==> src/ufr_pkg.sv <==
// ----------------------------------------------------------------------------
// ufr_pkg
// Types and constants shared by the UART frame receiver with link watch.
// ----------------------------------------------------------------------------
package ufr_pkg;

    localparam logic [7:0] START_BYTE = 8'hF0;
    localparam logic [7:0] END_BYTE   = 8'hF1;
    localparam logic [7:0] SUM_MASK   = 8'h7F;
    localparam logic [7:0] COUNT_MAX  = 8'hFF;

    localparam logic [7:0] ADDR_RESET  = 8'h02;
    localparam logic [7:0] LIMIT_RESET = 8'd30;

    localparam int KIND_W   = 2;
    localparam int BYTE_W   = 8;
    localparam int CFG_W    = 8;
    localparam int CFG_IDX_W = 1;
    localparam int OUT_W    = 24;
    localparam int LAST_W   = 9;

    typedef enum logic [CFG_IDX_W-1:0] {
        CFG_ACCEPT_ADDR   = 1'b0,
        CFG_SILENCE_LIMIT = 1'b1
    } t_cfg_idx;

    typedef enum logic [KIND_W-1:0] {
        KIND_BYTE  = 2'd0,
        KIND_TICK  = 2'd1,
        KIND_CLEAR = 2'd2,
        KIND_NONE  = 2'd3
    } t_kind;

    typedef enum logic [1:0] {
        ST_IDLE,
        ST_READ,
        ST_FINISH
    } t_state;

endpackage

==> src/ufr_frame_mem.sv <==
// ----------------------------------------------------------------------------
// ufr_frame_mem
// Frame store: one write port, one registered read port, per-entry valid bits
// so that never-written entries read as zero right after reset.
// ----------------------------------------------------------------------------
module ufr_frame_mem #(
    parameter int DEPTH = 9,
    parameter int AW    = 4
) (
    input  logic          i_clk,
    input  logic          i_rst_n,
    input  logic          i_we,
    input  logic [AW-1:0] i_waddr,
    input  logic [7:0]    i_wdata,
    input  logic [AW-1:0] i_raddr,
    output logic [7:0]    o_rdata
);
    logic [7:0]       r_mem [DEPTH];
    logic [DEPTH-1:0] r_vld;
    logic [7:0]       r_rdata;
    logic             r_rvld;

    always_ff @(posedge i_clk) begin
        if (i_we) begin
            r_mem[i_waddr] <= i_wdata;
        end
        r_rdata <= r_mem[i_raddr];
    end

    always_ff @(posedge i_clk) begin
        if (!i_rst_n) begin
            r_vld  <= '0;
            r_rvld <= 1'b0;
        end else begin
            if (i_we) begin
                r_vld[i_waddr] <= 1'b1;
            end
            r_rvld <= r_vld[i_raddr];
        end
    end

    assign o_rdata = r_rvld ? r_rdata : 8'h00;

endmodule

==> src/uart_frame_receiver_link_watch.sv <==
// ----------------------------------------------------------------------------
// uart_frame_receiver_link_watch
// Collects UART bytes into a frame store, checks frames addressed to this
// node, and watches link silence with a tick counter.
// ----------------------------------------------------------------------------
// Result: the result beat is registered from the accepted input beat, except
//   for a matching end byte, which first walks the store in ST_READ and then
//   checks in ST_FINISH, one store read per cycle through the single read port.
// Throughput: one beat per cycle for plain items while no result beat is
//   stalled; the checksum walk blocks input until its result is loaded.
// Reset: synchronous, clears flags, position, silence count, store valid bits.
// ----------------------------------------------------------------------------
module uart_frame_receiver_link_watch #(
    parameter int FRAME_LEN = 9
) (
    input  logic                          i_clk,
    input  logic                          i_rst_n,
    input  logic                          i_s_axis_tvalid,
    output logic                          o_s_axis_tready,
    input  logic [ufr_pkg::BYTE_W-1:0]    i_s_axis_tdata,  // [7:0] rx_byte
    input  logic [ufr_pkg::KIND_W-1:0]    i_s_axis_tuser,  // [1:0] kind
    output logic                          o_m_axis_tvalid,
    input  logic                          i_m_axis_tready,
    // [0] frame_accepted, [1] frame_ready, [2] link_ok, [3] receiving,
    // [11:4] signal_byte, [19:12] pulse_byte, [23:20] write_position
    output logic [ufr_pkg::OUT_W-1:0]     o_m_axis_tdata,
    input  logic                          i_cfg_we,
    input  logic [ufr_pkg::CFG_IDX_W-1:0] i_cfg_addr,
    input  logic [ufr_pkg::CFG_W-1:0]     i_cfg_wdata
);
    import ufr_pkg::*;

    localparam int PW = $clog2(FRAME_LEN);

    t_state        r_state, n_state;
    logic [PW-1:0] r_pos, n_pos;
    logic          r_ready, n_ready;
    logic          r_link, n_link;
    logic [7:0]    r_sil, n_sil;
    logic          r_start, n_start;
    logic [7:0]    r_b1, n_b1, r_b2, n_b2, r_b3, n_b3, r_b4, n_b4;
    logic [7:0]    r_addr, r_limit;
    logic [PW-1:0] r_idx, n_idx, r_last, n_last;
    logic          r_rd_vld, n_rd_vld;
    logic [7:0]    r_sum, n_sum;
    logic          r_out_valid, n_out_valid;
    logic [OUT_W-1:0] r_out_data, n_out_data;

    logic          mem_we;
    logic [PW-1:0] mem_waddr, mem_raddr;
    logic [7:0]    mem_rdata;
    logic          in_fire, load_out, acc;
    logic [7:0]    rx, b1_new, len;
    logic [LAST_W-1:0] last9;
    logic [PW+3:0] pos_ext;
    t_kind         kind;

    ufr_frame_mem #(
        .DEPTH (FRAME_LEN),
        .AW    (PW)
    ) u_mem (
        .i_clk   (i_clk),
        .i_rst_n (i_rst_n),
        .i_we    (mem_we),
        .i_waddr (mem_waddr),
        .i_wdata (rx),
        .i_raddr (mem_raddr),
        .o_rdata (mem_rdata)
    );

    assign rx   = i_s_axis_tdata;
    assign kind = t_kind'(i_s_axis_tuser);
    assign o_s_axis_tready = (r_state == ST_IDLE) && (!r_out_valid || i_m_axis_tready);
    assign in_fire = i_s_axis_tvalid && o_s_axis_tready;

    always_comb begin
        n_state  = r_state;
        n_pos    = r_pos;
        n_ready  = r_ready;
        n_link   = r_link;
        n_sil    = r_sil;
        n_start  = r_start;
        n_b1     = r_b1;
        n_b2     = r_b2;
        n_b3     = r_b3;
        n_b4     = r_b4;
        n_idx    = r_idx;
        n_last   = r_last;
        n_rd_vld = r_rd_vld;
        n_sum    = r_sum;
        mem_we    = 1'b0;
        mem_waddr = r_pos;
        mem_raddr = r_idx;
        load_out  = 1'b0;
        acc       = 1'b0;
        b1_new    = (r_pos == PW'(1)) ? rx : r_b1;
        len       = (r_pos == PW'(2)) ? rx : r_b2;
        last9     = LAST_W'(3) + {1'b0, len};

        case (r_state)
            ST_IDLE: begin
                if (in_fire) begin
                    case (kind)
                        KIND_BYTE: begin
                            if (r_pos == '0) begin
                                load_out = 1'b1;
                                if (rx == START_BYTE) begin
                                    mem_we  = 1'b1;
                                    n_pos   = PW'(1);
                                    n_start = 1'b1;
                                end
                            end else begin
                                mem_we = 1'b1;
                                n_pos  = (int'(r_pos) == FRAME_LEN - 1) ? '0 : r_pos + PW'(1);
                                if (b1_new == r_addr && rx == END_BYTE
                                        && last9 < LAST_W'(FRAME_LEN)) begin
                                    n_last   = last9[PW-1:0];
                                    n_idx    = PW'(1);
                                    n_sum    = 8'h00;
                                    n_rd_vld = 1'b0;
                                    n_state  = ST_READ;
                                end else begin
                                    load_out = 1'b1;
                                end
                            end
                        end
                        KIND_TICK: begin
                            load_out = 1'b1;
                            n_sil = (r_sil == COUNT_MAX) ? r_sil : r_sil + 8'd1;
                            if (n_sil > r_limit) begin
                                n_link = 1'b0;
                            end
                        end
                        KIND_CLEAR: begin
                            load_out = 1'b1;
                            n_ready  = 1'b0;
                        end
                        default: begin
                            load_out = 1'b1;
                        end
                    endcase
                end
            end
            ST_READ: begin
                n_rd_vld = 1'b1;
                if (r_rd_vld) begin
                    n_sum = r_sum + mem_rdata;
                end
                if (r_idx == r_last) begin
                    n_state = ST_FINISH;
                end else begin
                    n_idx = r_idx + PW'(1);
                end
            end
            ST_FINISH: begin
                n_state  = ST_IDLE;
                load_out = 1'b1;
                if (((~r_sum) & SUM_MASK) == mem_rdata) begin
                    acc     = 1'b1;
                    n_sil   = 8'h00;
                    n_pos   = '0;
                    n_ready = 1'b1;
                    n_link  = 1'b1;
                end
            end
            default: begin
                n_state = ST_IDLE;
            end
        endcase

        // shadow copies of the header and payload bytes
        if (mem_we) begin
            if (int'(mem_waddr) == 1) n_b1 = rx;
            if (int'(mem_waddr) == 2) n_b2 = rx;
            if (int'(mem_waddr) == 3) n_b3 = rx;
            if (int'(mem_waddr) == 4) n_b4 = rx;
        end

        pos_ext     = {4'b0000, n_pos};
        n_out_data  = {pos_ext[3:0], n_b4, n_b3, n_start, n_link, n_ready, acc};
        n_out_valid = load_out || (r_out_valid && !i_m_axis_tready);
    end

    always_ff @(posedge i_clk) begin
        if (!i_rst_n) begin
            r_state     <= ST_IDLE;
            r_pos       <= '0;
            r_ready     <= 1'b0;
            r_link      <= 1'b0;
            r_sil       <= 8'h00;
            r_start     <= 1'b0;
            r_b1        <= 8'h00;
            r_b2        <= 8'h00;
            r_b3        <= 8'h00;
            r_b4        <= 8'h00;
            r_rd_vld    <= 1'b0;
            r_out_valid <= 1'b0;
            r_addr      <= ADDR_RESET;
            r_limit     <= LIMIT_RESET;
        end else begin
            r_state     <= n_state;
            r_pos       <= n_pos;
            r_ready     <= n_ready;
            r_link      <= n_link;
            r_sil       <= n_sil;
            r_start     <= n_start;
            r_b1        <= n_b1;
            r_b2        <= n_b2;
            r_b3        <= n_b3;
            r_b4        <= n_b4;
            r_rd_vld    <= n_rd_vld;
            r_out_valid <= n_out_valid;
            if (i_cfg_we) begin
                case (t_cfg_idx'(i_cfg_addr))
                    CFG_ACCEPT_ADDR:   r_addr  <= i_cfg_wdata;
                    CFG_SILENCE_LIMIT: r_limit <= i_cfg_wdata;
                    default: begin
                    end
                endcase
            end
        end
    end

    always_ff @(posedge i_clk) begin
        r_idx  <= n_idx;
        r_last <= n_last;
        r_sum  <= n_sum;
        if (load_out) begin
            r_out_data <= n_out_data;
        end
    end

    assign o_m_axis_tvalid = r_out_valid;
    assign o_m_axis_tdata  = r_out_data;

endmodule

==> config.mk <==
export PLATFORM = sky130hd
export DESIGN_NAME = uart_frame_receiver_link_watch
export DESIGN_NICKNAME = d
export VERILOG_FILES = /design/src/ufr_pkg.sv /design/src/ufr_frame_mem.sv /design/src/uart_frame_receiver_link_watch.sv
export SDC_FILE = /design/constraint.sdc
export NUM_CORES = 1
export LEC_CHECK = 0
export BUFFER_PORTS_ARGS = -buffer_cell sky130_fd_sc_hd__buf_2
export CAP_MARGIN = 20
export CORE_MARGIN = 5
export CORE_UTILIZATION = 57
export CTS_BUF_LIST = sky130_fd_sc_hd__clkbuf_4
export CTS_CLUSTER_SIZE = 25
export DETAILED_ROUTE_END_ITERATION = 10
export PLACE_DENSITY = 0.79
export SLEW_MARGIN = 20
export SYNTH_ARGS = -nofsm -noshare
export SYNTH_HDL_FRONTEND = slang
export SYNTH_HIERARCHICAL = 1
export SYNTH_SLANG_ARGS = --single-unit
==> constraint.sdc <==
create_clock -name i_clk -period 3.2 [get_ports i_clk]
set_input_delay 0.32 -clock i_clk [delete_from_list [all_inputs] [get_ports i_clk]]
set_output_delay 0.32 -clock i_clk [all_outputs]
set_load 0.05 [all_outputs]
==> results.py, run 1 <==
metrics = {
    "sta": {
        "fin_skew_ps": 23.9,
        "timing_max_transition_violations_final": 0,
        "rsz0062_at_grt": "false",
        "fmaxAchievable_ghz": 0.343,
        "max_slew.worst_pin.slew_ps": 875,
        "finalHoldViolCount": 0,
        "fin_crit_sh_pct": 91.2,
        "finalSetupViolCount": 0,
        "timing.slew.headroom_pct": 41.6,
        "finalWorstSetupSlack_ps": 281,
        "fin_crit_ps": 2920,
        "fin_worst_hold_slack_ps": 99.8,
        "setup_tns_ps": 0,
    },
    "worst_setup_path": {
        "timing.reg2reg.worst_path_depth": 11,
        "timing.critical_path.to_type": "register",
        "worst_r2r_endpoint": "r_link",
        "critPathArrivalTime_ps": 3450,
        "critical_path.reg2reg.startpoint": "r_sil[0]",
        "startpoint_type": "register",
        "crit_path_max_fanout": 7,
        "criticalPathCategory": "register to register",
        "critical_path_required_ps": 3730,
        "r2r_slack_ps": 280,
    },
    "routing": {
        "detail_route.iter0.violations": 334,
        "viasPerCell": 5.81,
        "detail_route.first_pass.iterations": 5,
        "antenna_left": 0,
        "detail_route.wirelength_um": 18200,
        "route.vias.total": 5700,
        "route.detailed.drc": 0,
        "routedWlPerCell_um": 18.5,
    },
    "placement": {
        "port_buffers": 49,
        "place_worst_setup_slack_ps": 382,
        "routabilityCongestion": 0.900,
        "dp_hpwl_um": 12600,
    },
    "hold_path": {
        "worstHoldStart": "i_m_axis_tready",
        "min_to": "o_m_axis_tvalid",
        "hold_path_class": "input pin to register",
        "worstHoldPathCells": 4,
    },
    "clock_network": {
        "post_cts_buffers": 0,
        "cell_chosen_for_the_clock_root": "sky130_fd_sc_hd__clkbuf_4",
        "tritoncts.num_buffers": 17,
        "post_cts.resized_instances": 0,
        "clock_edge_transition_at_the_registers_on_the_reported_setup_and_hold_paths_ps": 150,
        "cts_tree": "done",
        "number_of_sinks_driven_by_the_clock_tree": 196,
        "htree_num_levels": 4,
        "worstSkewPairLatency_ps": 580,
        "clockBufferDepth": 2,
    },
    "die": {
        "floorplan.rows": 45,
        "die_w_um": 133,
        "floorplan.die_area_um2": 17800,
        "starting_density_of_the_core_pct": 57.6,
        "floorplan.core_area_um2": 15000,
        "design.portCount": 50,
        "die_h_um": 133,
    },
    "layout": {
        "fraction_of_layout_cells_with_a_size_suffix_above_1_pct": 19.8,
        "area.growth.synth_to_final_pct": 9.74,
        "final_core_util_pct": 63.2,
        "layout_common_cells": "111 x sky130_fd_sc_hd__edfxtp_1, 85 x sky130_fd_sc_hd__dfxtp_1, 71 x sky130_fd_sc_hd__nand2_1, 49 x sky130_fd_sc_hd__buf_2, 36 x sky130_fd_sc_hd__mux2i_1",
        "n_fill_cell": 1155,
        "mostFrequentLayoutCell": "sky130_fd_sc_hd__edfxtp_1",
        "multi_input_comb_area_um2": 3380,
        "finalNetCount": 823,
        "reg_area_um2": 5030,
    },
    "global_route": {
        "grt_pass1_wl_um": 29200,
        "grt_overflow": 0,
        "global_route.usage.total_pct": 20.9,
        "number_of_global_route_vias_before_repair": 5637,
        "grt_antenna_before_repair": 1,
        "maximum_number_of_pins_on_one_net_before_global_route_repair": 45,
    },
    "pwr": {
        "vdd_ir_drop_max_v": 0.000236,
        "cell_pwr_density_nw_per_um2": 456,
        "p_leak_nw": 3.85,
        "total_power_mw": 4.33,
    },
    "synth": {
        "syn_area_per_cell_um2": 12.1,
        "synthesis.nets": 760,
        "synth.distinct_cells": 70,
        "post_synth_edffs": 111,
        "async_flop_share_pct": 0,
        "synth-seq-cells": 196,
        "yosys_most_used_dff": "sky130_fd_sc_hd__edfxtp_1",
        "yosys_warnings": 6,
        "yosysSeqAreaShare_pct": 58.1,
        "post_synth_inst_count": 715,
        "syn-cell-area_um2": 8660,
    },
    "run_status": {
        "outcome": "complete, no violations",
    },
    "job": {
        "maxCapViolations": 0,
    },
}
-- routing by layer --
| layer | track usage (%) | up-vias | share of wire, % |
|---|---|---|---|
| li1 | - | 2719 | - |
| met1 | 26.8 | 2797 | 43 |
| met2 | 35.2 | 156 | 50 |
| met3 | 4.19 | 28 | 4.4 |
| met4 | 8.17 | 0 | 2.1 |
| met5 | 0 | - | 0 |
-- how the worst max path moves through the flow --
| stage | startpoint | endpoint | cells after the start |
|---|---|---|---|
| after global placement | r_sil[0] | r_link | 11 |
| after detailed placement | r_sil[0] | r_link | 11 |
| after global routing | r_sil[0] | r_link | 11 |
| final | r_sil[0] | r_link | 11 |
| after CTS | r_sil[0] | r_link | 11 |
| after floorplan | i_s_axis_tdata[2] | u_mem/r_mem[8][0] | 6 |
-- registers in the layout, summed over array words and instances, names as in the netlist, 2 cells and up --
| name | count |
|---|---|
| u_mem/r_rdata | 8 |
| u_mem/r_vld | 9 |
| r_b3 | 8 |
| u_mem/r_mem | 72 |
| o_m_axis_tdata | 24 |
| r_last | 4 |
| r_b4 | 8 |
| mem_raddr | 4 |
| r_sil | 8 |
| r_limit | 8 |
| mem_waddr | 4 |
| r_addr | 8 |
| r_sum | 7 |
| r_state | 2 |
| r_b2 | 8 |
| r_b1 | 8 |
-- Yosys cell counts, types with 5 or more instances --
cell type                    n  area share, %
sky130_fd_sc_hd__edfxtp_1  111             38
sky130_fd_sc_hd__dfxtp_1    85             20
sky130_fd_sc_hd__nand2_1    71            3.1
sky130_fd_sc_hd__mux2i_1    36            4.2
sky130_fd_sc_hd__nor2_1     34            1.5
sky130_fd_sc_hd__and2_1     33            2.4
sky130_fd_sc_hd__mux2_2     30            3.9
sky130_fd_sc_hd__inv_1      24            1.0
sky130_fd_sc_hd__nor2b_1    24            1.7
sky130_fd_sc_hd__ha_1       20            2.9
sky130_fd_sc_hd__a21oi_1    18            1.0
sky130_fd_sc_hd__clkbuf_1   17           0.74
sky130_fd_sc_hd__a21boi_0   16            1.4
sky130_fd_sc_hd__o21ai_0    14           0.81
sky130_fd_sc_hd__nand3_1    13           0.75
sky130_fd_sc_hd__xor2_1     13            1.3
sky130_fd_sc_hd__o21a_1     11           0.95
sky130_fd_sc_hd__o22ai_1    10           0.72
sky130_fd_sc_hd__xnor2_1    10            1.0
sky130_fd_sc_hd__a22o_1      8           0.81
sky130_fd_sc_hd__and3_1      8           0.58
sky130_fd_sc_hd__nand4_1     7           0.51
sky130_fd_sc_hd__nor3_1      7           0.40
sky130_fd_sc_hd__o211ai_1    7           0.61
sky130_fd_sc_hd__o31ai_2     6           0.87
sky130_fd_sc_hd__o31ai_1     5           0.43
-- timing repair --
action                                  CTS  global route
endpoints found under the setup margin    0             0
hold buffers                              8             0
endpoints found under the hold margin    16             0
-- cell type report --
type | count | share of cell area [%]
Clock inverter | 13 | 1.79
Clock buffer | 19 | 1.50
Tap cell | 188 | 2.48
Timing Repair Buffer | 73 | 4.69
Multi-Input combinational cell | 466 | 35.6
Inverter | 24 | 0.948
Antenna cell | 2 | 0.0527
Sequential cell | 196 | 53.0
-- critical path, stage by stage (launching register included) --
cell	delay, ps
sky130_fd_sc_hd__dfxtp_1	450
sky130_fd_sc_hd__ha_1	280
sky130_fd_sc_hd__and3_1	220
sky130_fd_sc_hd__nand3_1	240
sky130_fd_sc_hd__mux2_2	370
sky130_fd_sc_hd__ha_1	290
sky130_fd_sc_hd__nor2b_1	130
sky130_fd_sc_hd__o211ai_1	150
sky130_fd_sc_hd__a21oi_1	90
sky130_fd_sc_hd__a211o_1	280
sky130_fd_sc_hd__a21oi_1	210
sky130_fd_sc_hd__and2_1	160
-- cell families after synthesis --
family          Yosys count  synth area share (%)
compound gates          119                  10.2
xor+xnor                 23                  2.33
fa+ha+maj                21                  3.12
buf+inv                  53                  2.95
flops                   196                  58.1
mux                      71                  8.84
simple gates            232                  14.5
-- power breakdown --
| group | switching, mW | leakage (nW) | internal [mW] |
|---|---|---|---|
| Combinational | 0.165 | 1.94 | 0.0655 |
| Sequential | 0.0131 | 1.73 | 2.68 |
| Clock | 0.832 | 0.172 | 0.577 |
-- through the flow --
stage | std cells | instance area, µm²
4_1_cts | 979 | 9500
5_1_grt | 981 | 9500
3_3_place_gp | 939 | 9100
6_report | 981 | 9500
3_5_place_dp | 939 | 9100
2_1_floorplan | 715 | 8660
Note: power is estimated with default switching activity, not from simulation.
==> run 2: changes to the inputs <==
CORE_UTILIZATION = 44   (was 57)
PLACE_DENSITY = 0.64   (was 0.79)
SLEW_MARGIN = unset   (was 20)
==> run 2 against run 1 <==
Combinational power about the same; cell area increased by 0.79%; clock-buffer cell count decreased by 1; critical path type unchanged; critical endpoint unchanged; largest power group unchanged; register-to-register slack improved by 40 ps; wire length increased by 3.5%; largest cell class unchanged; sequential power about the same; final cell count increased by 8.1%; total power decreased by 3.4%; clock skew decreased by 2.2 ps; flip-flop and latch count unchanged.
==> results.py, run 2 (same netlist as run 1, synthesis figures left out) <==
metrics = {
    "run_status": {
        "outcome": "complete, no violations",
    },
    "sta": {
        "finalSetupViolCount": 0,
        "fin_skew_ps": 21.7,
        "max_slew.worst_pin.slew_ps": 866,
        "timing.slew.headroom_pct": 42.3,
        "rsz0062_at_grt": "false",
        "setup_tns_ps": 0,
        "fin_crit_ps": 2880,
        "finalWorstSetupSlack_ps": 321,
        "timing_max_transition_violations_final": 0,
        "finalHoldViolCount": 0,
        "fmaxAchievable_ghz": 0.347,
        "fin_crit_sh_pct": 90.0,
    },
    "routing": {
        "detail_route.wirelength_um": 18800,
        "detail_route.first_pass.iterations": 5,
        "detail_route.iter0.violations": 379,
        "route.detailed.drc": 0,
        "antenna_left": 0,
        "routedWlPerCell_um": 17.7,
        "viasPerCell": 5.29,
        "route.vias.total": 5606,
    },
    "clock_network": {
        "htree_num_levels": 4,
        "post_cts.resized_instances": 0,
        "clock_edge_transition_at_the_registers_on_the_reported_setup_and_hold_paths_ps": 170,
        "tritoncts.num_buffers": 17,
        "post_cts_buffers": 0,
        "number_of_sinks_driven_by_the_clock_tree": 196,
        "clockBufferDepth": 2,
        "cell_chosen_for_the_clock_root": "sky130_fd_sc_hd__clkbuf_4",
        "cts_tree": "done",
        "cts_hold_buffers": 8,
        "worstSkewPairLatency_ps": 570,
    },
    "worst_setup_path": {
        "max_stage_delay_cell_worst_path": "sky130_fd_sc_hd__dfxtp_1",
        "critPathArrivalTime_ps": 3410,
        "critical_path.cell_chain": "ha_1 > and3_1 > nand3_1 > mux2_2 > ha_1 > nor2b_1 > o211ai_1 > a21oi_1 > a211o_1 > a21oi_1 > and2_1",
        "crit_path_max_fanout": 7,
        "criticalPathCategory": "register to register",
        "startpoint_type": "register",
        "critPathMaxStageDelay_ps": 450,
        "critical_path_required_ps": 3730,
        "critical_path.reg2reg.startpoint": "r_sil[0]",
        "timing.reg2reg.worst_path_depth": 11,
        "critical_path_destination": "r_link",
        "timing.critical_path.to_type": "register",
        "worst_r2r_endpoint": "r_link",
        "worst_setup_path_startpoint": "r_sil[0]",
        "path_buf_inv": 0,
        "critical-path-top-delay-family": "simple AND/OR/NAND/NOR gates",
        "number_of_stages_on_the_worst_setup_path": 11,
        "r2r_slack_ps": 320,
    },
    "pwr": {
        "p_leak_nw": 3.84,
        "vdd_ir_drop_max_v": 0.000243,
        "cell_pwr_density_nw_per_um2": 437,
        "total_power_mw": 4.18,
    },
    "placement": {
        "routabilityCongestion": 0.871,
        "dp_hpwl_um": 13100,
        "port_buffers": 49,
        "place_worst_setup_slack_ps": 387,
    },
    "layout": {
        "final_core_util_pct": 49.4,
        "mostFrequentLayoutCell": "sky130_fd_sc_hd__edfxtp_1",
        "top_register": "u_mem/r_mem",
        "fraction_of_layout_cells_with_a_size_suffix_above_1_pct": 20.2,
        "layout_common_cells": "111 x sky130_fd_sc_hd__edfxtp_1, 85 x sky130_fd_sc_hd__dfxtp_1, 71 x sky130_fd_sc_hd__nand2_1, 49 x sky130_fd_sc_hd__buf_2, 36 x sky130_fd_sc_hd__mux2i_1",
        "area.growth.synth_to_final_pct": 10.6,
        "n_fill_cell": 1801,
        "finalNetCount": 826,
        "max_reg_flops": 72,
    },
    "die": {
        "floorplan.rows": 51,
        "design.portCount": 50,
        "floorplan.core_area_um2": 19400,
        "die_w_um": 150,
        "die_h_um": 150,
        "starting_density_of_the_core_pct": 44.6,
        "floorplan.die_area_um2": 22600,
    },
    "hold_path": {
        "hold_path_class": "input pin to register",
    },
    "global_route": {
        "grt_pass1_wl_um": 29400,
        "number_of_global_route_vias_before_repair": 5459,
        "grt_overflow": 0,
        "maximum_number_of_pins_on_one_net_before_global_route_repair": 45,
        "grt_antenna_before_repair": 2,
        "global_route.usage.total_pct": 17.0,
    },
    "job": {
        "maxCapViolations": 0,
    },
}
-- run 2: cell types whose count changed in the layout (fill, tap and decap cells not counted) --
cell | before | now
sky130_fd_sc_hd__diode_2 | 2 | 1
sky130_fd_sc_hd__inv_8 | 1 | 5
sky130_fd_sc_hd__bufinv_16 | 3 | 0
sky130_fd_sc_hd__clkinvlp_4 | 1 | 2
sky130_fd_sc_hd__clkbuf_4 | 19 | 18
sky130_fd_sc_hd__clkinv_8 | 0 | 1
sky130_fd_sc_hd__buf_4 | 16 | 19
sky130_fd_sc_hd__inv_4 | 2 | 0
-- run 2: through the flow --
step,cells,cell area (µm²),hold slack [ps]
after floorplan,715,8660,419
after global placement,1019,9220,443
after detailed placement,1019,9220,451
after CTS,1059,9580,8.87
after global routing,1060,9580,46.0
final,1060,9580,52.0
-- run 2: worst min-delay path by stage --
stage,start,end,slack (ps),depth (start not counted)
6_report,i_m_axis_tready,o_m_axis_tvalid,50,4
4_1_cts,i_m_axis_tready,o_m_axis_tvalid,9,4
3_3_place_gp,u_mem/r_vld[7],u_mem/r_vld[7],440,1
3_5_place_dp,u_mem/r_mem[8][3],u_mem/r_rdata[3],450,2
2_1_floorplan,i_s_axis_tdata[0],u_mem/r_mem[0][0],420,0
5_1_grt,i_m_axis_tready,o_m_axis_tvalid,50,4
-- run 2: area by class of cell --
| class | count | area (µm²) | share of cell area (%) |
|---|---|---|---|
| Antenna cell | 1 | 2.50 | 0.0261 |
| Clock buffer | 18 | 135 | 1.41 |
| Multi-Input combinational cell | 466 | 3380 | 35.3 |
| Tap cell | 265 | 332 | 3.46 |
| Clock inverter | 14 | 136 | 1.42 |
| Inverter | 24 | 90.1 | 0.941 |
| Timing Repair Buffer | 76 | 468 | 4.89 |
| Sequential cell | 196 | 5030 | 52.6 |
-- run 2: layer usage --
| layer | vias to the layer above | global-route usage (%) | wire, µm |
|---|---|---|---|
| met1 | 2756 | 22.5 | 8470 |
| met3 | 20 | 3.52 | 677 |
| met4 | 2 | 4.35 | 234 |
| met5 | - | 0 | 13 |
| li1 | 2731 | - | - |
| met2 | 97 | 28.5 | 9390 |
-- run 2: tightest hold or removal path, delay by kind of cell --
kind                   cells  cell delay [ps]
AND/OR/NAND/NOR            2              100
buffers and inverters      1               90
AO/OA/AOI/OAI              1               80
-- run 2: report_power, final --
group	switching, mW	total, mW	leakage (nW)	internal, mW
Combinational	0.168	0.234	1.96	0.0663
Sequential	0.0125	2.69	1.73	2.68
Clock	0.898	1.26	0.147	0.360
Total	1.08	4.18	3.84	3.11
